File: src/rtl/delay_line_pitch_shifter_unit_assert.svh
// Assertion macros shared by the pitch shifter RTL.
// Each macro takes a label, the clock, the active-low reset,
// an antecedent, a consequent and a message string.
`ifndef DELAY_LINE_PITCH_SHIFTER_UNIT_ASSERT_SVH
`define DELAY_LINE_PITCH_SHIFTER_UNIT_ASSERT_SVH

`ifndef SYNTHESIS

// Same-cycle implication
`define DLPS_ASSERT_IMP(lbl, clk, rstn, ante, cons, msg) \
  lbl: assert property (@(posedge clk) disable iff (!rstn) (ante) |-> (cons)) \
    else $error(msg);

// Next-cycle implication
`define DLPS_ASSERT_NXT(lbl, clk, rstn, ante, cons, msg) \
  lbl: assert property (@(posedge clk) disable iff (!rstn) (ante) |=> (cons)) \
    else $error(msg);

`else

`define DLPS_ASSERT_IMP(lbl, clk, rstn, ante, cons, msg)
`define DLPS_ASSERT_NXT(lbl, clk, rstn, ante, cons, msg)

`endif

`endif

File: src/rtl/dlps_pkg.sv
`timescale 1ns / 1ps

package dlps_pkg;

  // Fixed field widths
  localparam int unsigned SAMPLE_W  = 16;
  localparam int unsigned INC_W     = 18;
  localparam int unsigned WIN_W     = 11;
  // Window is Q1.10; the ramp scale is 2048 / DEPTH
  localparam int unsigned WIN_FRAC  = 10;
  localparam int unsigned WIN_SHIFT = 11;

  localparam logic [INC_W-1:0] INC_RESET = 18'd98193;

  // Operation of the shared multiplier
  typedef enum logic [1:0] {
    OP_NONE,
    OP_LERP,
    OP_WEIGHT
  } mac_op_e;

  // Sequencer to arithmetic unit controls
  typedef struct packed {
    logic    cur_ld;
    mac_op_e op;
    logic    acc_clr;
    logic    acc_add;
  } mac_ctl_t;

endpackage

File: src/rtl/dlps_mac.sv
`timescale 1ns / 1ps

module dlps_mac #(
  parameter int unsigned FRAC_BITS = 16
) (
  input  logic                                 clk_i,
  input  logic                                 rst_ni,
  input  dlps_pkg::mac_ctl_t                   ctl_i,
  input  logic signed [dlps_pkg::SAMPLE_W-1:0] rdata_i,
  input  logic [FRAC_BITS-1:0]                 frac_i,
  input  logic [dlps_pkg::WIN_W-1:0]           win_i,
  input  logic signed [dlps_pkg::SAMPLE_W-1:0] dry_i,
  output logic signed [dlps_pkg::SAMPLE_W-1:0] sum_o
);
  import dlps_pkg::*;

  // Difference / interpolated sample width
  localparam int unsigned DW  = SAMPLE_W + 1;
  // Unsigned multiplier operand width
  localparam int unsigned MB  = (FRAC_BITS > WIN_W) ? FRAC_BITS : WIN_W;
  localparam int unsigned PRW = DW + MB + 1;
  localparam int unsigned ACW = SAMPLE_W + 2;

  localparam logic [PRW-1:0] LERP_RND   = PRW'((1 << FRAC_BITS) - 1);
  localparam logic [PRW-1:0] WEIGHT_RND = PRW'((1 << WIN_FRAC) - 1);

  logic signed [SAMPLE_W-1:0] cur_q;
  logic signed [PRW-1:0]      prod_q;
  logic signed [PRW-1:0]      prod_d;
  logic signed [ACW-1:0]      acc_q;

  logic signed [DW-1:0]  mul_a;
  logic [MB-1:0]         mul_b;
  logic signed [MB:0]    mul_bs;
  logic signed [PRW-1:0] lerp_bias;
  logic signed [PRW-1:0] lerp_sh;
  logic signed [PRW-1:0] wt_bias;
  logic signed [PRW-1:0] wt_sh;
  logic signed [DW-1:0]  interp;

  // Truncate toward zero: bias negative products before the shift
  assign lerp_bias = prod_q + (prod_q[PRW-1] ? LERP_RND : '0);
  assign lerp_sh   = lerp_bias >>> FRAC_BITS;
  assign wt_bias   = prod_q + (prod_q[PRW-1] ? WEIGHT_RND : '0);
  assign wt_sh     = wt_bias >>> WIN_FRAC;

  // Interpolated tap: cur + (nxt - cur) * frac
  assign interp = {cur_q[SAMPLE_W-1], cur_q} + lerp_sh[DW-1:0];

  // Shared multiplier operand select
  always_comb begin
    mul_a = '0;
    mul_b = '0;
    case (ctl_i.op)
      OP_LERP: begin
        mul_a = {rdata_i[SAMPLE_W-1], rdata_i} - {cur_q[SAMPLE_W-1], cur_q};
        mul_b = MB'(frac_i);
      end
      OP_WEIGHT: begin
        mul_a = interp;
        mul_b = MB'(win_i);
      end
      default: begin
        mul_a = '0;
        mul_b = '0;
      end
    endcase
  end

  assign mul_bs = {1'b0, mul_b};
  assign prod_d = mul_a * mul_bs;

  // Operand and product registers
  always_ff @(posedge clk_i) begin
    if (ctl_i.cur_ld) begin
      cur_q <= rdata_i;
    end
    if (ctl_i.op != OP_NONE) begin
      prod_q <= prod_d;
    end
  end

  // Accumulator: starts at the dry sample, adds each weighted tap
  always_ff @(posedge clk_i or negedge rst_ni) begin
    if (!rst_ni) begin
      acc_q <= '0;
    end else if (ctl_i.acc_clr) begin
      acc_q <= {{(ACW - SAMPLE_W){dry_i[SAMPLE_W-1]}}, dry_i};
    end else if (ctl_i.acc_add) begin
      acc_q <= acc_q + {wt_sh[DW-1], wt_sh[DW-1:0]};
    end
  end

  // Saturate to the sample range
  always_comb begin
    if (!acc_q[ACW-1] && (acc_q[ACW-2:SAMPLE_W-1] != '0)) begin
      sum_o = {1'b0, {(SAMPLE_W - 1){1'b1}}};
    end else if (acc_q[ACW-1] && (acc_q[ACW-2:SAMPLE_W-1] != '1)) begin
      sum_o = {1'b1, {(SAMPLE_W - 1){1'b0}}};
    end else begin
      sum_o = acc_q[SAMPLE_W-1:0];
    end
  end

endmodule

File: config.mk
export PLATFORM = sky130hd
export DESIGN_NAME = dlps_mac
export DESIGN_NICKNAME = d
export VERILOG_FILES = /design/src/rtl/delay_line_pitch_shifter_unit_assert.svh /design/src/rtl/dlps_pkg.sv /design/src/rtl/dlps_mac.sv
export SDC_FILE = /design/constraint.sdc
export NUM_CORES = 1
export LEC_CHECK = 0
export BUFFER_PORTS_ARGS = -buffer_cell sky130_fd_sc_hd__clkbuf_2
export CAP_MARGIN = 20
export CORE_ASPECT_RATIO = 1.1
export CORE_UTILIZATION = 25
export CTS_CLUSTER_SIZE = 12
export DETAILED_ROUTE_END_ITERATION = 10
export PLACE_DENSITY = 0.46
export SLEW_MARGIN = 20
export SYNTH_ARGS = -nofsm -noshare
export SYNTH_HDL_FRONTEND = slang
export SYNTH_SLANG_ARGS = --single-unit
File: constraint.sdc
create_clock -name clk_i -period 17.39 [get_ports clk_i]
set_input_delay 3.478 -clock clk_i [delete_from_list [all_inputs] [get_ports clk_i]]
set_output_delay 3.478 -clock clk_i [all_outputs]
set_load 0.03 [all_outputs]
* After elaboration in Yosys (flattened, before gate mapping) *
Cells that the tools add are included.

word-level totals
  bits in registers = 68
  bits of input ports = 66
  output and inout port bits = 16
  word-level logic and storage cells = 26

operators by class
  add/sub/neg operators = 5
  multiply operators = 1
  equal/unequal tests = 3
  multiplexer cells = 8
  reduce and logical (&&, ||, !) cells = 6

operators with widths
  operator                                              number
  2-to-1 mux 16 bit                                     3
  2-to-1 mux 18 bit                                     2
  multiplier 17 x 17 -> 34 bit                          1
  case mux 17 bit (2 select lines)                      1
  adder 33 x 16 -> 33 bit                               1
  case mux 16 bit (2 select lines)                      1
  adder 27 x 10 -> 27 bit                               1
  adder 18 bit                                          1
  adder 17 bit                                          1
  subtractor 16 x 16 -> 17 bit                          1
  2-to-1 mux 10 bit                                     1
  nonzero test 2 bit                                    3
  equality test 2 x 1 -> 1 bit (second input constant)  1
  equality test 2 bit (second input constant)           1
  logical AND 1 bit                                     2
  != test 2 bit (second input constant)                 1
  zero test 1 bit                                       1

* Longest topological paths before layout *
  depth after elaboration = 5
  gate-level depth with buffers = 43
  depth with buffers taken out = 41

* Least setup slack after synthesis *
No wires, ideal clock.

  path kind = input to register
  start = in rdata_i[0] (netlist name)
  end = reg prod_q[33] (data pin)
  arrival = 11,196 ps
  setup slack = 5,930 ps
  stages = 33
  cell sequence = inv_1 -> ha_1 -> inv_1 -> fa_1 -> a21o_1 -> a21oi_1 -> o21bai_1 -> a21oi_1 -> o31a_1 -> a21oi_1 -> o221ai_2 -> buf_4 -> nand3_1 -> fa_1 -> inv_1 -> fa_1 -> clkbuf_1 -> xnor2_1 -> xnor2_1 -> fa_1 -> fa_1 -> inv_1 -> fa_1 -> inv_1 -> ha_1 -> a21oi_1 -> nor3b_1 -> o211ai_1 -> a31oi_1 -> nor2b_1 -> o21a_1 -> o41ai_2 -> xnor2_1

on the way
  word-level cells in the longest chain between the ends = 3

RTL lines
  what                              RTL line        source
  start: declaration                dlps_mac.sv:9   input logic signed [dlps_pkg::SAMPLE_W-1:0] rdata_i,
  subtractor 16 x 16 -> 17 bit      dlps_mac.sv:56  mul_a = {rdata_i[SAMPLE_W-1], rdata_i} - {cur_q[SAMPLE_W-1], cur_q};
  case mux 17 bit (2 select lines)  dlps_mac.sv:54  case (ctl_i.op)
  multiplier 17 x 17 -> 34 bit      dlps_mac.sv:71  assign prod_d = mul_a * mul_bs;
  via prod_d[33]                    dlps_mac.sv:29  logic signed [PRW-1:0] prod_d;
  end signal: assignment            dlps_mac.sv:79  prod_q <= prod_d;
  end: declaration                  dlps_mac.sv:28  logic signed [PRW-1:0] prod_q;

The timed path passes the listed nets, and every way through them passes these cells.
A chain may end at the register's enable or synchronous reset.

* Final worst setup path *
  start = reg prod_q[33]
  end = reg prod_q[33] (data pin)

on the way
  word-level cells in the longest chain between the ends = 5

RTL lines
  what                              RTL line        source
  2-to-1 mux 16 bit                 dlps_mac.sv:42  assign lerp_bias = prod_q + (prod_q[PRW-1] ? LERP_RND : '0);
  adder 33 x 16 -> 33 bit           dlps_mac.sv:42
  adder 17 bit                      dlps_mac.sv:48  assign interp = {cur_q[SAMPLE_W-1], cur_q} + lerp_sh[DW-1:0];
  case mux 17 bit (2 select lines)  dlps_mac.sv:54
  multiplier 17 x 17 -> 34 bit      dlps_mac.sv:71
  via prod_d[33]                    dlps_mac.sv:29

The timed path passes the listed nets, and every way through them passes these cells.

==> results.json <==
{
  "outcome": "finished, final reports clean",
  "drt-initial-drc-count": 700,
  "post_cts_resized": 0,
  "p_per_area_mw_per_mm2": 91.4,
  "via_per_inst": 4.61,
  "antenna_found_initial": 4,
  "gr-usage-all-layers_pct": 14.7,
  "worst_pin_slew_ps": 1170,
  "critPathKind": "reg -> reg",
  "yosys.area.top_type": "fa_1",
  "htreeDepth": 3,
  "portBuffers": 81,
  "max-slew-margin-rel_pct": 22.0,
  "synth_ff_type": "edfxtp_1",
  "final_util_pct": 27.8,
  "cp_max_fo": 24,
  "hold_class": "reg -> reg",
  "crit_required_ps": 17460,
  "report.final.slew_viol_count": 0,
  "routed_wl_um": 49100,
  "ios": 82,
  "syn_nets": 2415,
  "clkLatencyLatePin_ps": 340,
  "num_rows": 99,
  "cts_tree": "built",
  "synth.distinct_cells": 78,
  "post-place-ws_ps": 4270,
  "ir_drop_mv": 0.0478,
  "die_area_sq_mm": 0.0682,
  "ys_seq_area_share_pct": 11.6,
  "cts_buffers": 9,
  "slowest_stage": "o221ai_2",
  "slowest_delay_ps": 810,
  "setup_viol": 0,
  "grt_overflow_total": 0,
  "place_congestion": 0.871,
  "ys_warn_count": 0,
  "maxCapViolCount": 0,
  "crit_path_frequent_cell": "fa_1",
  "r2r_end": "prod_q[33]$_DFFE_PP_",
  "fin_hold_ws_ps": 646,
  "root_buffer": "clkbuf_16",
  "dieHeight_um": 274,
  "end_kind": "flip-flop",
  "wl_per_cell_um": 17.3,
  "first_pass_iters": 5,
  "timing.rr.start": "prod_q[33]$_DFFE_PP_",
  "synth.area.top_cells": "fa_1 (33%), ha_1 (12%), edfxtp_1 (8.9%)",
  "grt_max_degree": 41,
  "timing_hold_violations_final": 0,
  "async_flop_share_pct": 26.5,
  "leakage_nw": 8.90,
  "cts_sinks": 68,
  "clk_path_buf_depth": 2,
  "synth_top_cell_area_share_pct": 33.0,
  "core_sq_mm": 0.0664,
  "drive_gt1_share_pct": 7.05,
  "final_common_cell": "inv_1",
  "min_to": "acc_q[7]$_DFFE_PN0P_",
  "setup_ws_ps": 4650,
  "die_w_um": 249,
  "num_vias": 13044,
  "synth.cell_area_sq_mm": 0.0168,
  "nets": 2464,
  "rr_worst_depth": 38,
  "min_period_ps": 12740,
  "fin_setup_tns_ps": 0,
  "cts.clk_slew.worst_paths_ps": 60,
  "dp_hpwl_um": 42300,
  "area.growth.synth_to_final_pct": 9.88,
  "grt_pass1_vias": 14047,
  "holdCritStartpoint": "acc_q[7]$_DFFE_PN0P_",
  "ys_ff_latch": 68,
  "crit_path_start_kind": "flip-flop",
  "fmax_ghz": 0.0785,
  "detail-route-antenna-nets": 0,
  "final_cell_mix": "inv_1 (381), fa_1 (277), nand2_1 (199)",
  "cts_setup_buffers": 0,
  "remaining_drc_errors": 0,
  "arrival_ps": 12820,
  "synth_edf_count": 50,
  "synthCells": 1917,
  "holdPathStages": 2,
  "cts_hold_buf": 0,
  "grt_setup_unrepaired": "no",
  "r2r_slack_ps": 4650,
  "start_util_pct": 25.3,
  "grt_pass1_wl_um": 77700,
  "fin_worst_skew_ps": 14.8,
  "fin_crit_sh_pct": 73.3,
  "synth.avg_cell_area_sq_um": 8.76
}
report_power, final:
group,internal (mW),switching (mW)
clock network,0.110,0.0722
logic,0.463,0.709
registers,0.239,0.0919
total,0.813,0.873
worst max path at each step:
stage / start / end / slack [ps] / depth (start not counted)
after detailed placement: rdata_i[0] / prod_q[33]$_DFFE_PP_ / 4270 / 32
after CTS: prod_q[33]$_DFFE_PP_ / prod_q[33]$_DFFE_PP_ / 4510 / 38
after global routing: prod_q[33]$_DFFE_PP_ / prod_q[33]$_DFFE_PP_ / 3670 / 38
final: prod_q[33]$_DFFE_PP_ / prod_q[33]$_DFFE_PP_ / 4650 / 38
after global placement: rdata_i[0] / prod_q[33]$_DFFE_PP_ / 4620 / 28
after floorplan: rdata_i[0] / prod_q[33]$_DFFE_PP_ / 5930 / 33
cells in the mapped netlist (4+ instances only):
cell type / n
inv_1: 381
fa_1: 277
nand2_1: 199
nor2_1: 194
ha_1: 155
xnor2_1: 92
a21oi_1: 73
clkbuf_1: 50
edfxtp_1: 50
o21ai_0: 45
nand3_1: 31
a21o_1: 30
nand2b_1: 27
nor2b_1: 26
xor2_1: 24
a22oi_1: 21
and3_1: 19
and2_1: 18
dfrtp_1: 18
a22o_1: 16
o21a_1: 16
mux2i_1: 13
nor3_1: 13
a31oi_1: 10
a211oi_1: 9
o21bai_1: 9
buf_1: 6
o211ai_1: 6
or3_1: 6
a31o_2: 5
nand4_1: 5
o21ai_1: 5
a2111o_1: 4
cell type report:
cell class / instances / area (sq um)
fillers: 7113 / 47900
multi-input cells: 1408 / 13200
flip-flops and latches: 68 / 1950
inverters: 381 / 1430
well taps: 858 / 1070
repair buffers: 98 / 533
clock buffers: 11 / 233
clock inverters: 5 / 52.6
diodes: 1 / 2.50
state kept, by name, summed over array words and instances, names as in the netlist:
name,flops
acc_q,18
cur_q,16
prod_q,34
stage by stage:
| step | instance area (sq um) | total power, mW | cells |
|---|---|---|---|
| floorplan | 16800 | 1.19 | 1917 |
| global placement | 18200 | 1.50 | 2813 |
| detailed placement | 18200 | 1.51 | 2813 |
| CTS | 18400 | 1.70 | 2829 |
| global route | 18400 | 1.85 | 2830 |
| finish | 18400 | 1.69 | 2830 |
critical path: cells and delay by family, from the launching register on:
kind,cells,cell delay (ps)
fa+ha+maj,9,4540
compound gates,14,3710
flops,1,710
buf+inv,3,280
simple gates,8,2040
xor+xnor,4,1190
cell families (layout without fill, tap and decap cells):
group	count (synthesis)	count (layout)	synth area share [%]
fa+ha+maj	432	432	44.6
flops	68	68	11.6
other cells	0	1	0
simple gates	560	560	15.0
mux	13	13	0.775
compound gates	286	286	11.9
xor+xnor	117	117	6.15
buf+inv	441	495	9.92
layer usage:
layer	vias to the layer above	wire, um	global-route usage, %
li1	6183	-	-
met1	6503	21500	18.2
met2	289	24100	26.2
met3	63	2100	2.23
met4	6	1310	4.40
met5	-	34	0
Note: power is estimated with default switching activity, not from simulation.
