--- src/rtl/delay_line_pitch_shifter_unit_assert.svh ---
// Assertion macros shared by the pitch shifter RTL.
// Each macro takes a label, the clock, the active-low reset,
// an antecedent, a consequent and a message string.
`ifndef DELAY_LINE_PITCH_SHIFTER_UNIT_ASSERT_SVH
`define DELAY_LINE_PITCH_SHIFTER_UNIT_ASSERT_SVH

`ifndef SYNTHESIS

// Same-cycle implication
`define DLPS_ASSERT_IMP(lbl, clk, rstn, ante, cons, msg) \
  lbl: assert property (@(posedge clk) disable iff (!rstn) (ante) |-> (cons)) \
    else $error(msg);

// Next-cycle implication
`define DLPS_ASSERT_NXT(lbl, clk, rstn, ante, cons, msg) \
  lbl: assert property (@(posedge clk) disable iff (!rstn) (ante) |=> (cons)) \
    else $error(msg);

`else

`define DLPS_ASSERT_IMP(lbl, clk, rstn, ante, cons, msg)
`define DLPS_ASSERT_NXT(lbl, clk, rstn, ante, cons, msg)

`endif

`endif

--- src/rtl/dlps_pkg.sv ---
`timescale 1ns / 1ps

package dlps_pkg;

  // Fixed field widths
  localparam int unsigned SAMPLE_W  = 16;
  localparam int unsigned INC_W     = 18;
  localparam int unsigned WIN_W     = 11;
  // Window is Q1.10; the ramp scale is 2048 / DEPTH
  localparam int unsigned WIN_FRAC  = 10;
  localparam int unsigned WIN_SHIFT = 11;

  localparam logic [INC_W-1:0] INC_RESET = 18'd98193;

  // Operation of the shared multiplier
  typedef enum logic [1:0] {
    OP_NONE,
    OP_LERP,
    OP_WEIGHT
  } mac_op_e;

  // Sequencer to arithmetic unit controls
  typedef struct packed {
    logic    cur_ld;
    mac_op_e op;
    logic    acc_clr;
    logic    acc_add;
  } mac_ctl_t;

endpackage

--- src/rtl/dlps_ctrl.sv ---
`timescale 1ns / 1ps
`include "delay_line_pitch_shifter_unit_assert.svh"

module dlps_ctrl #(
  parameter int unsigned DEPTH     = 2048,
  parameter int unsigned FRAC_BITS = 16
) (
  input  logic                          clk_i,
  input  logic                          rst_ni,
  input  logic                          in_valid_i,
  output logic                          in_ready_o,
  input  logic                          out_free_i,
  output logic                          out_load_o,
  input  logic                          cfg_we_i,
  input  logic [dlps_pkg::INC_W-1:0]    cfg_wdata_i,
  input  logic [$clog2(DEPTH)-1:0]      wr_idx_i,
  output logic                          store_re_o,
  output logic [$clog2(DEPTH)-1:0]      store_raddr_o,
  output logic                          store_we_o,
  output dlps_pkg::mac_ctl_t            mac_ctl_o,
  output logic [FRAC_BITS-1:0]          frac_o,
  output logic [dlps_pkg::WIN_W-1:0]    win_o
);
  import dlps_pkg::*;

  localparam int unsigned AW = $clog2(DEPTH);
  localparam int unsigned PW = AW + FRAC_BITS;
  localparam int unsigned SW = ((PW > INC_W) ? PW : INC_W) + 1;

  localparam logic [AW-1:0] LAST    = AW'(DEPTH - 1);
  localparam logic [AW-1:0] HALF    = AW'(DEPTH / 2);
  localparam logic [AW-1:0] HALF_M1 = AW'(DEPTH / 2 - 1);
  localparam logic [SW-1:0] POS_LIMIT = SW'(DEPTH) << FRAC_BITS;

  typedef enum logic [2:0] {
    S_IDLE,
    S_RD_NXT,
    S_LERP,
    S_WEIGHT,
    S_ACC,
    S_DONE
  } state_e;

  state_e           state_q, state_d;
  logic             tap_q, tap_d;
  logic [PW-1:0]    pos_q, pos_d;
  logic [INC_W-1:0] inc_q;

  logic          accept;
  logic [AW-1:0] ip1;
  logic [AW-1:0] ip2;
  logic [AW-1:0] ip_cur;
  logic [SW-1:0] pos_sum;

  // Triangular crossfade window, Q1.10
  function automatic logic [WIN_W-1:0] win_at(input logic [AW-1:0] k);
    logic [AW-1:0]           x;
    logic [AW+WIN_SHIFT-1:0] xs;
    begin
      x  = (k < HALF_M1) ? k : (LAST - k);
      xs = {x, {WIN_SHIFT{1'b0}}} >> AW;
      return xs[WIN_W-1:0];
    end
  endfunction

  // Ready only between requests
  assign in_ready_o = (state_q == S_IDLE);
  assign accept     = in_valid_i && in_ready_o;

  // Tap positions; the second tap sits half the store ahead
  assign ip1    = pos_q[PW-1:FRAC_BITS];
  assign ip2    = ip1 + HALF;
  assign ip_cur = tap_q ? ip2 : ip1;
  assign frac_o = pos_q[FRAC_BITS-1:0];
  assign win_o  = win_at(ip_cur - wr_idx_i);

  // Read position advance, cleared on reaching the end of the store
  assign pos_sum = SW'(pos_q) + SW'(inc_q);

  // Sequencer outputs
  always_comb begin
    store_re_o    = 1'b0;
    store_raddr_o = ip_cur;
    store_we_o    = 1'b0;
    out_load_o    = 1'b0;
    mac_ctl_o     = '{cur_ld: 1'b0, op: OP_NONE, acc_clr: 1'b0, acc_add: 1'b0};
    case (state_q)
      S_IDLE: begin
        store_re_o        = accept;
        store_raddr_o     = ip1;
        mac_ctl_o.acc_clr = accept;
      end
      S_RD_NXT: begin
        store_re_o       = 1'b1;
        store_raddr_o    = ip_cur + AW'(1);
        mac_ctl_o.cur_ld = 1'b1;
      end
      S_LERP: begin
        mac_ctl_o.op = OP_LERP;
      end
      S_WEIGHT: begin
        mac_ctl_o.op = OP_WEIGHT;
      end
      S_ACC: begin
        mac_ctl_o.acc_add = 1'b1;
        store_re_o        = !tap_q;
        store_raddr_o     = ip2;
      end
      S_DONE: begin
        store_we_o = out_free_i;
        out_load_o = out_free_i;
      end
      default: begin
        store_re_o = 1'b0;
      end
    endcase
  end

  // Next state
  always_comb begin
    state_d = state_q;
    tap_d   = tap_q;
    pos_d   = pos_q;
    case (state_q)
      S_IDLE: begin
        if (accept) begin
          state_d = S_RD_NXT;
          tap_d   = 1'b0;
        end
      end
      S_RD_NXT: state_d = S_LERP;
      S_LERP:   state_d = S_WEIGHT;
      S_WEIGHT: state_d = S_ACC;
      S_ACC: begin
        if (tap_q) begin
          state_d = S_DONE;
        end else begin
          state_d = S_RD_NXT;
          tap_d   = 1'b1;
        end
      end
      S_DONE: begin
        if (out_free_i) begin
          state_d = S_IDLE;
          pos_d   = (pos_sum >= POS_LIMIT) ? '0 : pos_sum[PW-1:0];
        end
      end
      default: state_d = S_IDLE;
    endcase
  end

  // State, read position and pitch increment register
  always_ff @(posedge clk_i or negedge rst_ni) begin
    if (!rst_ni) begin
      state_q <= S_IDLE;
      tap_q   <= 1'b0;
      pos_q   <= '0;
      inc_q   <= INC_RESET;
    end else begin
      state_q <= state_d;
      tap_q   <= tap_d;
      pos_q   <= pos_d;
      if (cfg_we_i) begin
        inc_q <= cfg_wdata_i;
      end
    end
  end

  `DLPS_ASSERT_IMP(a_no_write_when_ready, clk_i, rst_ni, in_ready_o, !store_we_o, "store written while taking a request")
  `DLPS_ASSERT_NXT(a_accept_starts_tap, clk_i, rst_ni, accept, (state_q == S_RD_NXT) && !tap_q, "request did not start first tap")
  `DLPS_ASSERT_IMP(a_load_needs_room, clk_i, rst_ni, out_load_o, out_free_i, "result loaded over a pending result")
  `DLPS_ASSERT_NXT(a_second_tap, clk_i, rst_ni, (state_q == S_ACC) && !tap_q, tap_q && (state_q == S_RD_NXT), "second tap not started")

endmodule

--- config.mk ---
export PLATFORM = sky130hd
export DESIGN_NAME = dlps_ctrl
export DESIGN_NICKNAME = d
export VERILOG_FILES = /design/src/rtl/dlps_pkg.sv /design/src/rtl/dlps_ctrl.sv
export VERILOG_INCLUDE_DIRS = /design/src /design/src/rtl
export SDC_FILE = /design/constraint.sdc
export NUM_CORES = 1
export LEC_CHECK = 0
export BUFFER_PORTS_ARGS = -buffer_cell sky130_fd_sc_hd__buf_4
export CORE_ASPECT_RATIO = 0.7
export CORE_MARGIN = 1.5
export CORE_UTILIZATION = 40
export DETAILED_ROUTE_END_ITERATION = 10
export GPL_TIMING_DRIVEN = 1
export PLACE_DENSITY = 0.65
export SLEW_MARGIN = 20
export SYNTH_ARGS = -nofsm -noshare
export SYNTH_HDL_FRONTEND = slang
export SYNTH_SLANG_ARGS = --single-unit
export TNS_END_PERCENT = 1
--- constraint.sdc ---
create_clock -name clk_i -period 7.7 [get_ports clk_i]
set_input_delay 1.925 -clock clk_i [delete_from_list [all_inputs] [get_ports clk_i]]
set_output_delay 1.925 -clock clk_i [all_outputs]
set_load 0.005 [all_outputs]
### Yosys cells after proc, flatten, opt, wreduce, memory -nomap -nowiden

Cells that the tools add are included.

* $add $sub $neg: 5
* magnitude comparators: 2
* equal/unequal tests: 7
* mux-type cells: 16
* reduce and logical (&&, ||, !) cells: 7

Operators with widths (count)
* one-hot mux 11 bit (3 select lines): 1
* adder 27 x 18 -> 28 bit: 1
* >= comparator 28 bit, second input constant: 1
* two-way mux 27 bit: 1
* two-way mux 11 bit: 2
* one-hot mux 3 bit (6 select lines): 1
* adder 11 x 1 -> 11 bit, second input constant: 1
* adder 11 bit, second input constant: 1
* < comparator 11 x 10 -> 1 bit, second input constant: 1
* subtractor 11 bit: 1
* subtractor 11 bit, first input constant: 1
* two-way mux 3 bit: 3
* equality test 3 x 2 -> 1 bit, second input constant: 2
* equality test 3 bit, second input constant: 2
* AND reduction 2 bit: 3
* two-way mux 1 bit: 5
* one-hot mux 2 bit (2 select lines): 1
* equality test 3 x 1 -> 1 bit, second input constant: 1
* logical NOT 3 bit: 1
* one-hot mux 1 bit (3 select lines): 1
* inequality test 2 x 1 -> 1 bit, second input constant: 1
* inequality test 2 bit, second input constant: 1
* one-hot mux 1 bit (2 select lines): 1
* nonzero test 2 bit: 1
* 2 further kinds: 2

* register bits after elaboration: 49
* input bits: 34
* output and inout bits: 47
* logic and storage cells: 41

### Longest topological paths before layout

Gate-level depths: netlist of run 1.

* depth in word-level cells: 5
* gate-level depth with buffers: 11

### Least setup slack after synthesis of run 1

No wires, ideal clock.

* path type: input to output
* start point: in wr_idx_i[0]
* end point: out win_o[5] in the netlist's numbering
* data arrival time: 3.802 ns
* required time: 5.775 ns
* path slack: 1.973 ns
* cell stages on the path: 10
* path buffers: 0
* path through: ha_1 -> inv_1 -> fa_1 -> nand3_1 -> a21oi_2 -> o31ai_4 -> nor2_1 -> a211oi_4 -> a21oi_4 -> mux2_2

* cells in the longest elaborated chain, start to end: 3
* elaborated cells on any way between the ends: 4
* classes of those cells: add/sub: 2; order compare: 1; mux: 1

Ends and longest elaborated chain
* from (decl): line dlps_ctrl.sv:16 `input logic [$clog2(DEPTH)-1:0] wr_idx_i,`
* subtractor 11 bit *: line dlps_ctrl.sv:75 `assign win_o = win_at(ip_cur - wr_idx_i);`
* subtractor 11 bit or < comparator 11 x 10 -> 1 bit (tied branches): line dlps_ctrl.sv:60 `x = (k < HALF_M1) ? k : (LAST - k);`
* two-way mux 11 bit *: line dlps_ctrl.sv:60
* to (decl): line dlps_ctrl.sv:22 `output logic [dlps_pkg::WIN_W-1:0] win_o`

Mark *: on every way between the ends. The rest lies on a longest branch, timed or not.

### Worst setup path after layout of run 1

* start point: in wr_idx_i[0]
* end point: out win_o[7] in the netlist's numbering

The elaborated chain is that of the path after synthesis.

==> results of run 1 <==
synth_stat cells (3+ instances only):
master / count / share of area
nand2_1: 51 / 0.048
dfrtp_1: 38 / 0.24
a21oi_1: 32 / 0.040
ha_1: 29 / 0.091
nor2_1: 25 / 0.023
o21ai_0: 24 / 0.030
inv_1: 22 / 0.021
mux2_2: 22 / 0.062
xnor2_1: 22 / 0.048
xor2_1: 19 / 0.042
buf_4: 18 / 0.034
nand3_1: 17 / 0.021
o31ai_1: 14 / 0.026
nor3_1: 13 / 0.016
clkbuf_1: 11 / 0.010
dfstp_2: 11 / 0.072
nand4_1: 7 / 0.011
nor2b_1: 6 / 0.0094
a21o_1: 5 / 0.0094
nand2b_1: 5 / 0.0078
nor4_1: 5 / 0.0078
a21oi_2: 4 / 0.0087
a32o_1: 3 / 0.0075
buf_2: 3 / 0.0037
mux2i_1: 3 / 0.0075
o21a_1: 3 / 0.0056
o41ai_1: 3 / 0.0066
critical path, delay by kind of cell:
family                   cells  cell delay, ns
AO/OA/AOI/OAI                4            0.92
adder cells (fa/ha/maj)      2            0.59
multiplexers                 1            0.30
buffers and inverters        3            0.29
AND/OR/NAND/NOR              2            0.25
per-layer routing:
| metal | GRT usage | share of wire |
|---|---|---|
| met4 | 0.0412 | 0.0074 |
| met3 | 0.0362 | 0.047 |
| met2 | 0.267 | 0.43 |
| met5 | 0 | 0 |
| met1 | 0.291 | 0.52 |
cell usage in the layout, fill, tap and decap left out, types with 6 or more instances in the layout:
master   Yosys  routed
a21oi_1     32      32
buf_4       18      81
dfrtp_1     38      38
dfstp_2     11      11
ha_1        29      29
inv_1       22      22
mux2_2      22      22
nand2_1     51      51
nand3_1     17      17
nand4_1      7       7
nor2_1      25      25
nor2b_1      6       6
nor3_1      13      13
o21ai_0     24      24
o31ai_1     14      14
xnor2_1     22      22
xor2_1      19      19
layout make-up:
| cell class | count | area (um^2) |
|---|---|---|
| clock buffers | 5 | 125 |
| fillers | 925 | 5000 |
| inverters | 22 | 82.6 |
| multi-input cells | 351 | 2490 |
| repair buffers | 81 | 608 |
| flip-flops and latches | 49 | 1240 |
| clock inverters | 3 | 17.5 |
| well taps | 128 | 160 |
how the worst max path moves through the flow:
stage           startpoint  endpoint  slack (ns)  depth (start not counted)
3_5_place_dp   wr_idx_i[0]  win_o[7]        1.54                         12
6_report       wr_idx_i[0]  win_o[7]        1.49                         12
4_1_cts        wr_idx_i[0]  win_o[7]        1.54                         12
5_1_grt        wr_idx_i[1]  win_o[8]        1.38                         11
2_1_floorplan  wr_idx_i[0]  win_o[5]        1.97                         10
3_3_place_gp   wr_idx_i[0]  win_o[8]        1.63                         12
state kept, by name, indices dropped and copies added (netlist names):
signal	flops
state_q	3
inc_q	18
tap_q	1
pos_q	27
cells by family after synthesis:
logic type / after synthesis
multiplexers: 25
adder cells (fa/ha/maj): 31
AND/OR/NAND/NOR: 141
flip-flops: 49
AO/OA/AOI/OAI: 113
XOR/XNOR: 41
buffers and inverters: 54
metrics by stage:
| step | setup slack (ns) | cell area, um^2 | hold WS [ns] | util |
|---|---|---|---|---|
| 6_report | 1.49 | 4720 | 0.517 | 0.486 |
| 5_1_grt | 1.38 | 4720 | 0.542 | 0.486 |
| 4_1_cts | 1.54 | 4720 | 0.526 | 0.486 |
| 3_5_place_dp | 1.54 | 4580 | 0.512 | 0.471 |
| 3_3_place_gp | 1.63 | 4580 | 0.500 | 0.471 |
| 2_1_floorplan | 1.97 | 4010 | 0.478 | - |
power by group through the flow:
stage / clock (mW) / sequential, mW / combinational (mW)
after floorplan: 0 / 0.374 / 0.700
after global placement: 0 / 0.407 / 0.929
after detailed placement: 0 / 0.409 / 0.952
after CTS: 0.223 / 0.405 / 0.958
after global routing: 0.232 / 0.417 / 1.07
final: 0.215 / 0.405 / 0.963
==> results.md, run 1 <==
* Mux cell area share after synthesis at 0.0694
* WP data arrival at 4.28 ns
* Mapped Area at 0.00401 mm^2
* Clock skew at 0.00363 ns
* Overall Power at 1.58 mW
* DIE AREA at 0.0106 mm^2
* Detailed Place HPWL at 7640 um
* XOR/XNOR Fraction of Synth Area at 0.0897
* Clock Tree Buf Depth at 2
* Worst-case reg-to-reg path depth at 8
* Final Hold Fails at 0
* Placed insts at 631
* CP most frequent cell: buf_4
* R2R Path Start: pos_q[6]
* Synth Area in Simple Gates at 0.168
* I/O Buffers at 80
* Die Y-Extent at 86.7 um
* Comb pwr share at 0.608
* WP data required at 5.78 ns
* Resize count post-CTS at 0
* Worst skew pair latency at 0.29 ns
* Status: complete, no violations
* Clock-pin slew on the worst setup and hold paths at 0.06 ns
* Crit path capture type: output pin
* Slew @ Worst Pin at 0.906 ns
* Crit share post-route at 0.806
* Final Max Tran Viols at 0
* Hold depth at 2
* Row cnt at 30
* Post-synth EDFFs at 0
* # diodes at 0
* Cts bufs inserted at 5
* Synth Area in Adders at 0.101
* CTS tree: done
* P&R area growth vs syn at 18.0%
* CP max-delay cell: fa_1
* Critical R2R Capture: pos_q[17]
* Largest stage delay, worst path at 0.42 ns
* Slew margin rel. at 0.388
* Crit-path max FO at 9
* Endpoints failing setup at 0
* Clock power frac at 0.136
* Peak Freq at 0.161 GHz
* Switching part of the total at 0.429
* Mean post-synth cell area at 8.82 um^2
* Vias at 3487
* Synth Flop Type: dfrtp_1
* Syn nets at 519
* Min cycle time layout at 6.21 ns
* Initial core utilization at 0.412
* Hold endpoint: pos_q[0]
* Mapped Cells at 454
* # IOs at 81
* Hold-fix buffers, CTS at 0
* Yosys warning total at 0
* Crit Path Class: primary input to output pin
* # clock sinks at 49
* Core area at 0.00972 mm^2
* Compound-Gate Fraction of Synth Area at 0.194
* Post-CTS Setup Bufs at 0
* DRC at 0
* Routed Antenna Nets at 0
* Hold_sp: pos_q[0]
* RSZ-0062 raised after global routing: no
* Worst path cell trace: buf_4, ha_1, inv_1, fa_1, nand3_1, a21oi_2, o31ai_4, nor2_1, a211oi_4, a21oi_4, mux2_2, buf_4
* Number of max-cap violations at 0
* Die width at 123 um
* Fraction of layout cells with a size suffix above 1 at 0.268
* Final wirelength at 9840 um
* Startpoint Class: primary input
* CTS Root Cell: clkbuf_16
* First drt pass iteration count at 4
* DR iter-0 viols at 243
* WL/cell at 15.4 um
* First-pass GRT wire length at 15800 um
* Vias in the first global route at 3128
* Final nets at 575
* IR drop worst, VDD at 112 uV
* Leak at 2.17 nW
* Distinct cell type count after synthesis at 54
* Largest family of logic cells by synthesized area: compound AO/OA/AOI/OAI gates
* Cell-internal power at 0.904 mW
* HP Class: register to register
* Total GRT Usage at 0.188
* Seq/Total Area, Yosys at 0.310
* Post-Layout Cell Count at 639
* R2R Setup Slk at 4.66 ns
* Antenna violations before repair at 0
* Seq pwr share at 0.256
* Setup TNS at 0 ns
* Pwr dens at 335 mW/mm^2
* H-tree Lvls at 2
* Sw Pwr at 0.679 mW
* Vias per cell at 5.46
* Largest net degree at the start of global routing at 50
* Share of synthesized registers carrying an async set or reset at 1.00
* Global route total overflow at 0
* Seq cells post-synth at 49
* Gpl congestion at 0.882
Power figures use the tool's default switching activity.
==> inputs of run 2 (changes only) <==
--- a/config.mk
+++ b/config.mk
@@ -6,13 +6,14 @@
 export SDC_FILE = /design/constraint.sdc
 export NUM_CORES = 1
 export LEC_CHECK = 0
+export ABC_AREA = 1
 export BUFFER_PORTS_ARGS = -buffer_cell sky130_fd_sc_hd__buf_4
 export CORE_ASPECT_RATIO = 0.7
 export CORE_MARGIN = 1.5
 export CORE_UTILIZATION = 40
 export DETAILED_ROUTE_END_ITERATION = 10
 export GPL_TIMING_DRIVEN = 1
-export PLACE_DENSITY = 0.65
+export PLACE_DENSITY = 0.64
 export SLEW_MARGIN = 20
 export SYNTH_ARGS = -nofsm -noshare
 export SYNTH_HDL_FRONTEND = slang
==> constraint.sdc (replaced) <==
create_clock -name clk_i -period 5.75 [get_ports clk_i]
set_input_delay 1.4375 -clock clk_i [delete_from_list [all_inputs] [get_ports clk_i]]
set_output_delay 1.4375 -clock clk_i [all_outputs]
set_load 0.005 [all_outputs]
==> run 2 against run 1 <==
Against the previous run:
- sequential cell count did not move
- critical path depth rose by 4
- non-clock buffer count did not move
- synthesized cell count rose by 50%
- hold slack improved by 0.0064 ns
- die area rose by 12%
- critical path type unchanged
- highest routed layer unchanged
==> results.md, run 2 <==
* Worst skew pair latency at 0.30 ns (about the same)
* Row cnt at 32 (+6.7%)
* Share of synthesized registers carrying an async set or reset at 1.00 (unchanged)
* Number of max-cap violations at 0 (unchanged)
* Syn nets at 747 (+44%)
* # diodes at 0 (unchanged)
* Distinct cell type count after synthesis at 37 (-31%)
* Crit Path Class: primary input to output pin
* Vias per cell at 4.93 (-9.6%)
* Seq cells post-synth at 49 (unchanged)
* Synth Flop Type: dfrtp_1
* Area contributors post-synth: dfrtp_1 21%, nand2_1 20%, inv_1 8.4%
* Global route total overflow at 0 (unchanged)
* Seq pwr share at 0.247 (-0.009)
* Setup TNS at 0 ns (unchanged)
* H-tree Lvls at 2 (unchanged)
* Worst-case reg-to-reg path depth at 16 (+8)
* P&R area growth vs syn at 17.3%
* CP startpoint: wr_idx_i[0]
* Switching part of the total at 0.458 (+0.0290)
* Clock skew at 0.00931 ns (+0.00568 ns)
* Sw Pwr at 0.990 mW (+46%)
* Leak at 2.96 nW (+36%)
* CTS Root Cell: clkbuf_16
* Startpoint Class: primary input
* Pwr dens at 408 mW/mm^2 (+22%)
* Met3 WL post-DR at 645 um (+40%)
* Post-synth EDFFs at 0 (unchanged)
* Commonest non-fill, non-tap cell in the layout: nand2_1
* Core area at 0.0110 mm^2 (+13%)
* Biggest register: pos_q
* # IOs at 81 (unchanged)
* Most common cell in the synthesized netlist: nand2_1
* Overall Power at 2.16 mW (+37%)
* Final Max Tran Viols at 0 (unchanged)
* WP data required at 4.31 ns (-1.47 ns)
* Post-CTS Setup Bufs at 0 (unchanged)
* RSZ-0062 raised after global routing: no
* Routed Antenna Nets at 0 (unchanged)
* Initial core utilization at 0.410 (-0.00151)
* Vias in the first global route at 4235 (+35%)
* Yosys warning total at 0 (unchanged)
* Min cycle time layout at 5.02 ns
* Seq/Total Area, Yosys at 0.274 (-0.0352)
* Comb pwr share at 0.592 (-0.016)
* Resize count post-CTS at 0 (unchanged)
* R2R Path Start: inc_q[0]
* Crit path to: win_o[6]
* Slew @ Worst Pin at 0.715 ns (-0.191 ns)
* Fillers at 1146 (+24%)
* Cts bufs inserted at 5 (unchanged)
* Mapped Cells at 682 (+50%)
* Yosys top cell by area: dfrtp_1
* Hold-fix buffers, CTS at 0 (unchanged)
* Mean post-synth cell area at 6.63 um^2 (-25%)
* Largest register FFs at 27 (unchanged)
* Endpoints failing setup at 0 (unchanged)
* Final nets at 807 (+40%)
* Cell-internal power at 1.17 mW (+30%)
* Fraction of layout cells with a size suffix above 1 at 0.180 (-0.0878)
* Clock-pin slew on the worst setup and hold paths at 0.07 ns (about the same)
* WL/cell at 13.5 um (-12%)
* Top flop regs: pos_q x27, inc_q x18, state_q x3
* Most frequent cells in the layout: 241 x nand2_1, 101 x inv_1, 81 x buf_4, 49 x nor2_1, 49 x nand3_1
* Metal2 WL at 4890 um (+16%)
* First-pass GRT wire length at 20300 um (+29%)
* DIE AREA at 0.0120 mm^2 (+12%)
* Status: complete, no violations
* Largest net degree at the start of global routing at 50 (unchanged)
* HP Class: register to register
* Die Y-Extent at 91.9 um (+6.0%)
* R2R Setup Slk at 3.25 ns (-1.41 ns)
* Post-synth top cells: 241 x nand2_1, 101 x inv_1, 49 x nand3_1, 49 x nor2_1, 38 x dfrtp_1
* Crit share post-route at 0.872
* Crit-path max FO at 11 (+2)
* Crit path capture type: output pin
* Gpl congestion at 0.909 (+3.0%)
* Peak Freq at 0.199 GHz
* Max Used Layer: met4
* Top cell type's share of synthesized area at 0.210 (-0.0270)
* Clock Tree Buf Depth at 2 (unchanged)
* Final Hold Fails at 0 (unchanged)
* Mapped Area at 0.00452 mm^2 (+13%)
* M1 WL at 6480 um (+27%)
* Slew margin rel. at 0.519 (+0.131)
* DRC at 0 (unchanged)
* First drt pass iteration count at 5 (+1)
* WP data arrival at 3.58 ns (-0.70 ns)
* Clock power frac at 0.161 (+0.025)
* Antenna violations before repair at 0 (unchanged)
* DR iter-0 viols at 310 (+28%)
* Die width at 130 um (+6.1%)
* Total GRT Usage at 0.213 (+0.0252)
* Register area at 0.00124 mm^2 (unchanged)
* Final wirelength at 12100 um (+23%)
* IR drop worst, VDD at 193 uV (+72%)
* CTS tree: done
* # clock sinks at 49 (unchanged)
* Area occupied by multi-input gates at 0.00269 mm^2 (+7.9%)
* Detailed Place HPWL at 9860 um (+29%)
* Util after Layout at 0.481 (-0.00461)
* Vias at 4420 (+27%)
* Critical R2R Capture: pos_q[16]
* I/O Buffers at 80 (unchanged)
-- run 2: stage by stage --
stage | worst slack, ns | area, um^2 | instances | hold WS (ns)
floorplan | 1.36 | 4520 | 682 | 0.478
finish | 0.734 | 5300 | 896 | 0.524
detailed placement | 0.739 | 5130 | 888 | 0.508
CTS | 0.739 | 5300 | 896 | 0.528
global placement | 0.865 | 5130 | 888 | 0.495
global route | 0.486 | 5300 | 896 | 0.551
-- run 2: critical path, stage by stage --
cell and delay, ns:
buf_4 0.08, ha_1 0.13, inv_1 0.08, fa_1 0.47, nand3_1 0.13, nand2_1 0.08
nand2_1 0.06, nand2_1 0.08, nor2_1 0.16, nand3_1 0.09, nor2_1 0.09, nand2_1 0.21
nand2_1 0.22, nand2_1 0.07, nand2_1 0.07, buf_4 0.12
-- run 2: worst min-delay path by stage --
stage | from | endpoint | slack (ns) | cells after the start
2_1_floorplan | pos_q[13] | pos_q[13] | 0.48 | 2
3_3_place_gp | pos_q[0] | pos_q[0] | 0.49 | 2
3_5_place_dp | pos_q[3] | pos_q[3] | 0.51 | 2
4_1_cts | inc_q[17] | inc_q[17] | 0.53 | 1
5_1_grt | inc_q[17] | inc_q[17] | 0.55 | 1
6_report | inc_q[17] | inc_q[17] | 0.52 | 1
-- run 2: power by group through the flow --
stage | registers, mW | logic (mW) | clock network [mW]
finish | 0.533 | 1.28 | 0.348
global placement | 0.534 | 1.25 | 0
detailed placement | 0.539 | 1.27 | 0
CTS | 0.533 | 1.28 | 0.357
global route | 0.548 | 1.46 | 0.373
floorplan | 0.506 | 0.919 | 0
-- run 2: layout make-up --
| class | count | share of cell area |
|---|---|---|
| clock inverter | 3 | 0.00921 |
| sequential | 49 | 0.234 |
| timing repair buffer | 81 | 0.115 |
| multi-input combinational | 499 | 0.507 |
| tap | 153 | 0.0361 |
| clock buffer | 5 | 0.0236 |
| inverter | 106 | 0.0751 |
-- run 2: cells by family (layout without fill, tap and decap cells) --
logic type | count (synthesis) | in the layout | synth area share
flops | 49 | 49 | 0.274
xor+xnor | 22 | 22 | 0.0426
compound gates | 50 | 50 | 0.0615
simple gates | 379 | 379 | 0.359
fa+ha+maj | 31 | 31 | 0.0891
mux | 17 | 17 | 0.0424
buf+inv | 134 | 195 | 0.131
-- run 2: routing by layer --
metal	vias to the layer above	track usage
li1	2255	-
met1	2041	0.335
met2	115	0.308
met3	9	0.0321
met4	0	0.0343
met5	-	0
==> inputs of run 3 (changes only) <==
--- a/config.mk
+++ b/config.mk
@@ -11,6 +11,7 @@
 export CORE_ASPECT_RATIO = 0.7
 export CORE_MARGIN = 1.5
 export CORE_UTILIZATION = 40
+export CTS_BUF_LIST = sky130_fd_sc_hd__clkbuf_4 sky130_fd_sc_hd__clkbuf_8
 export DETAILED_ROUTE_END_ITERATION = 10
 export GPL_TIMING_DRIVEN = 1
 export PLACE_DENSITY = 0.64
==> run 3 against run 2 <==
Against the previous run:
- combinational power hardly changed
- first-iteration DRC count is 13% higher
- critical path depth stayed put
- cell area is 1.1% lower
- global-route usage hardly changed
- sequential power hardly changed
- clock skew is 0.0045 ns higher
- via count is 0.29% lower
- power is 3.9% lower
- count of clock-buffer cells in the layout stayed put
- utilization is 0.51 points lower
- clock power is 25% lower
- critical path type unchanged
- critical endpoint unchanged
==> results.md, run 3 (synthesis gave the netlist of run 2 again) <==
* Largest net degree at the start of global routing at 50 (unchanged)
* Cts bufs inserted at 5 (unchanged)
* Clock Tree Buf Depth at 2 (unchanged)
* Routed Antenna Nets at 0 (unchanged)
* Fillers at 1144 (-0.17%)
* Crit Path Class: primary input to output pin
* # diodes at 0 (unchanged)
* CTS Root Cell: clkbuf_8
* Vias per cell at 4.92 (-0.29%)
* Initial core utilization at 0.410 (unchanged)
* Post-CTS Setup Bufs at 0 (unchanged)
* Commonest non-fill, non-tap cell in the layout: nand2_1
* Hold-fix buffers, CTS at 0 (unchanged)
* Seq pwr share at 0.256 (+0.009)
* Leak at 2.94 nW (-0.87%)
* Endpoints failing setup at 0 (unchanged)
* Final instance area at 0.00524 mm^2 (-1.1%)
* P&R area growth vs syn at 16.0%
* Global route total overflow at 0 (unchanged)
* Clock skew at 0.0138 ns (+0.00448 ns)
* R2R Path Start: inc_q[0]
* Clock power frac at 0.126 (-0.035)
* CP most frequent cell: nand2_1
* First drt pass iteration count at 6 (+1)
* Crit-path max FO at 11 (unchanged)
* Biggest register: pos_q
* I/O Buffers at 80 (unchanged)
* HP Class: register to register
* DIE AREA at 0.0120 mm^2 (unchanged)
* Final Hold Fails at 0 (unchanged)
* IR drop worst, VDD at 173 uV (-10%)
* Largest register FFs at 27 (unchanged)
* WP data required at 4.31 ns (about the same)
* Peak Freq at 0.199 GHz (about the same)
* Resize count post-CTS at 0 (unchanged)
* Post-Place Setup Slack at 0.739 ns (unchanged)
* Worst skew pair latency at 0.32 ns (+0.02 ns)
* Post-Layout Cell Count at 896 (unchanged)
* Total GRT Usage at 0.213 (about the same)
* Util after Layout at 0.476 (-0.00511)
* Pwr dens at 396 mW/mm^2 (-2.8%)
* Slew @ Worst Pin at 0.756 ns (+0.0410 ns)
* Largest stage delay, worst path at 0.47 ns (about the same)
* Final wirelength at 12100 um (about the same)
* Overall Power at 2.08 mW (-3.9%)
* Row cnt at 32 (unchanged)
* Number of max-cap violations at 0 (unchanged)
* CP max-delay cell: fa_1
* Core area at 0.0110 mm^2 (unchanged)
* Vias in the first global route at 4209 (-0.61%)
* CTS tree: done
* Setup TNS at 0 ns (unchanged)
* Die Y-Extent at 91.9 um (unchanged)
* R2R Setup Slk at 3.23 ns (-0.02 ns)
* Fraction of layout cells with a size suffix above 1 at 0.180 (unchanged)
* Crit path to: win_o[6]
* DR iter-0 viols at 351 (+13%)
* Vias at 4407 (-0.29%)
* RSZ-0062 raised after global routing: no
* Die width at 130 um (unchanged)
* Crit share post-route at 0.873 (about the same)
* WP data arrival at 3.58 ns (about the same)
* Placed Area at 0.00513 mm^2 (unchanged)
* Top flop regs: pos_q x27, inc_q x18, state_q x3
* Clock-pin slew on the worst setup and hold paths at 0.11 ns (+0.04 ns)
* Critical R2R Capture: pos_q[16]
* Worst-case reg-to-reg path depth at 16 (unchanged)
* Worst path cell trace: buf_4, ha_1, inv_1, fa_1, nand3_1, nand2_1, nand2_1, nand2_1, nor2_1, nand3_1, nor2_1, nand2_1, nand2_1, nand2_1, nand2_1, buf_4
* Min cycle time layout at 5.02 ns (+0.00488 ns)
* Sw Pwr at 0.983 mW (-0.70%)
* Comb pwr share at 0.618 (+0.026)
* Most frequent cells in the layout: 241 x nand2_1, 101 x inv_1, 81 x buf_4, 49 x nor2_1, 49 x nand3_1
* DRC at 0 (unchanged)
* Crit path capture type: output pin
* Final Max Tran Viols at 0 (unchanged)
* Final nets at 807 (unchanged)
* Gpl congestion at 0.909 (unchanged)
* # clock sinks at 49 (unchanged)
* Switching part of the total at 0.473 (+0.0150)
* Slew margin rel. at 0.491 (-0.0276)
* Final worst slack at 0.729 ns (-0.00487 ns)
* Status: complete, no violations
* Hold_sp: inc_q[2]
* Register area at 0.00124 mm^2 (unchanged)
* Cell-internal power at 1.10 mW (-6.5%)
* Startpoint Class: primary input
* H-tree Lvls at 2 (unchanged)
* Placed insts at 888 (unchanged)
* # IOs at 81 (unchanged)
* Antenna violations before repair at 0 (unchanged)
* Area occupied by multi-input gates at 0.00269 mm^2 (unchanged)
* CP startpoint: wr_idx_i[0]
* WHS at 0.532 ns (+0.00817 ns)
* Detailed Place HPWL at 9860 um (unchanged)
* WL/cell at 13.5 um (about the same)
* First-pass GRT wire length at 20300 um (-0.34%)
-- run 3: cell types whose count changed in the layout (fill, tap and decap cells not counted) --
cell,before,now
clkbuf_8,0,5
clkbuf_16,5,0
-- run 3: worst max-delay path: cells and delay by family --
| family | cells | cell delay [ns] |
|---|---|---|
| buffers and inverters | 3 | 0.28 |
| adders and majority gates | 2 | 0.60 |
| and+or+nand+nor | 11 | 1.27 |
-- run 3: routing by layer --
metal | track usage | vias up | wire length (um)
met5 | 0 | - | 0
li1 | - | 2255 | -
met1 | 0.335 | 2041 | 6670
met2 | 0.306 | 105 | 4820
met4 | 0.0398 | 0 | 79
met3 | 0.0333 | 6 | 521
-- run 3: how the worst min path moves through the flow --
stage	endpoint	slack (ns)	cells past startpoint
floorplan	pos_q[13]	0.48	2
global placement	pos_q[0]	0.49	2
detailed placement	pos_q[3]	0.51	2
CTS	inc_q[17]	0.54	1
global route	inc_q[17]	0.56	1
finish	inc_q[2]	0.53	1
-- run 3: cell type report --
class / instances / area share
inverters: 106 / 0.0759
clock inverters: 3 / 0.00931
multi-input cells: 499 / 0.513
repair buffers: 81 / 0.116
well taps: 153 / 0.0365
flip-flops and latches: 49 / 0.236
clock buffers: 5 / 0.0131
-- run 3: power by group through the flow --
stage               Clock (mW)  Sequential, mW  Combinational (mW)
CTS                      0.273           0.533                1.27
detailed placement           0           0.539                1.27
global placement             0           0.534                1.25
finish                   0.262           0.532                1.28
floorplan                    0           0.506               0.919
global route             0.289           0.547                1.45
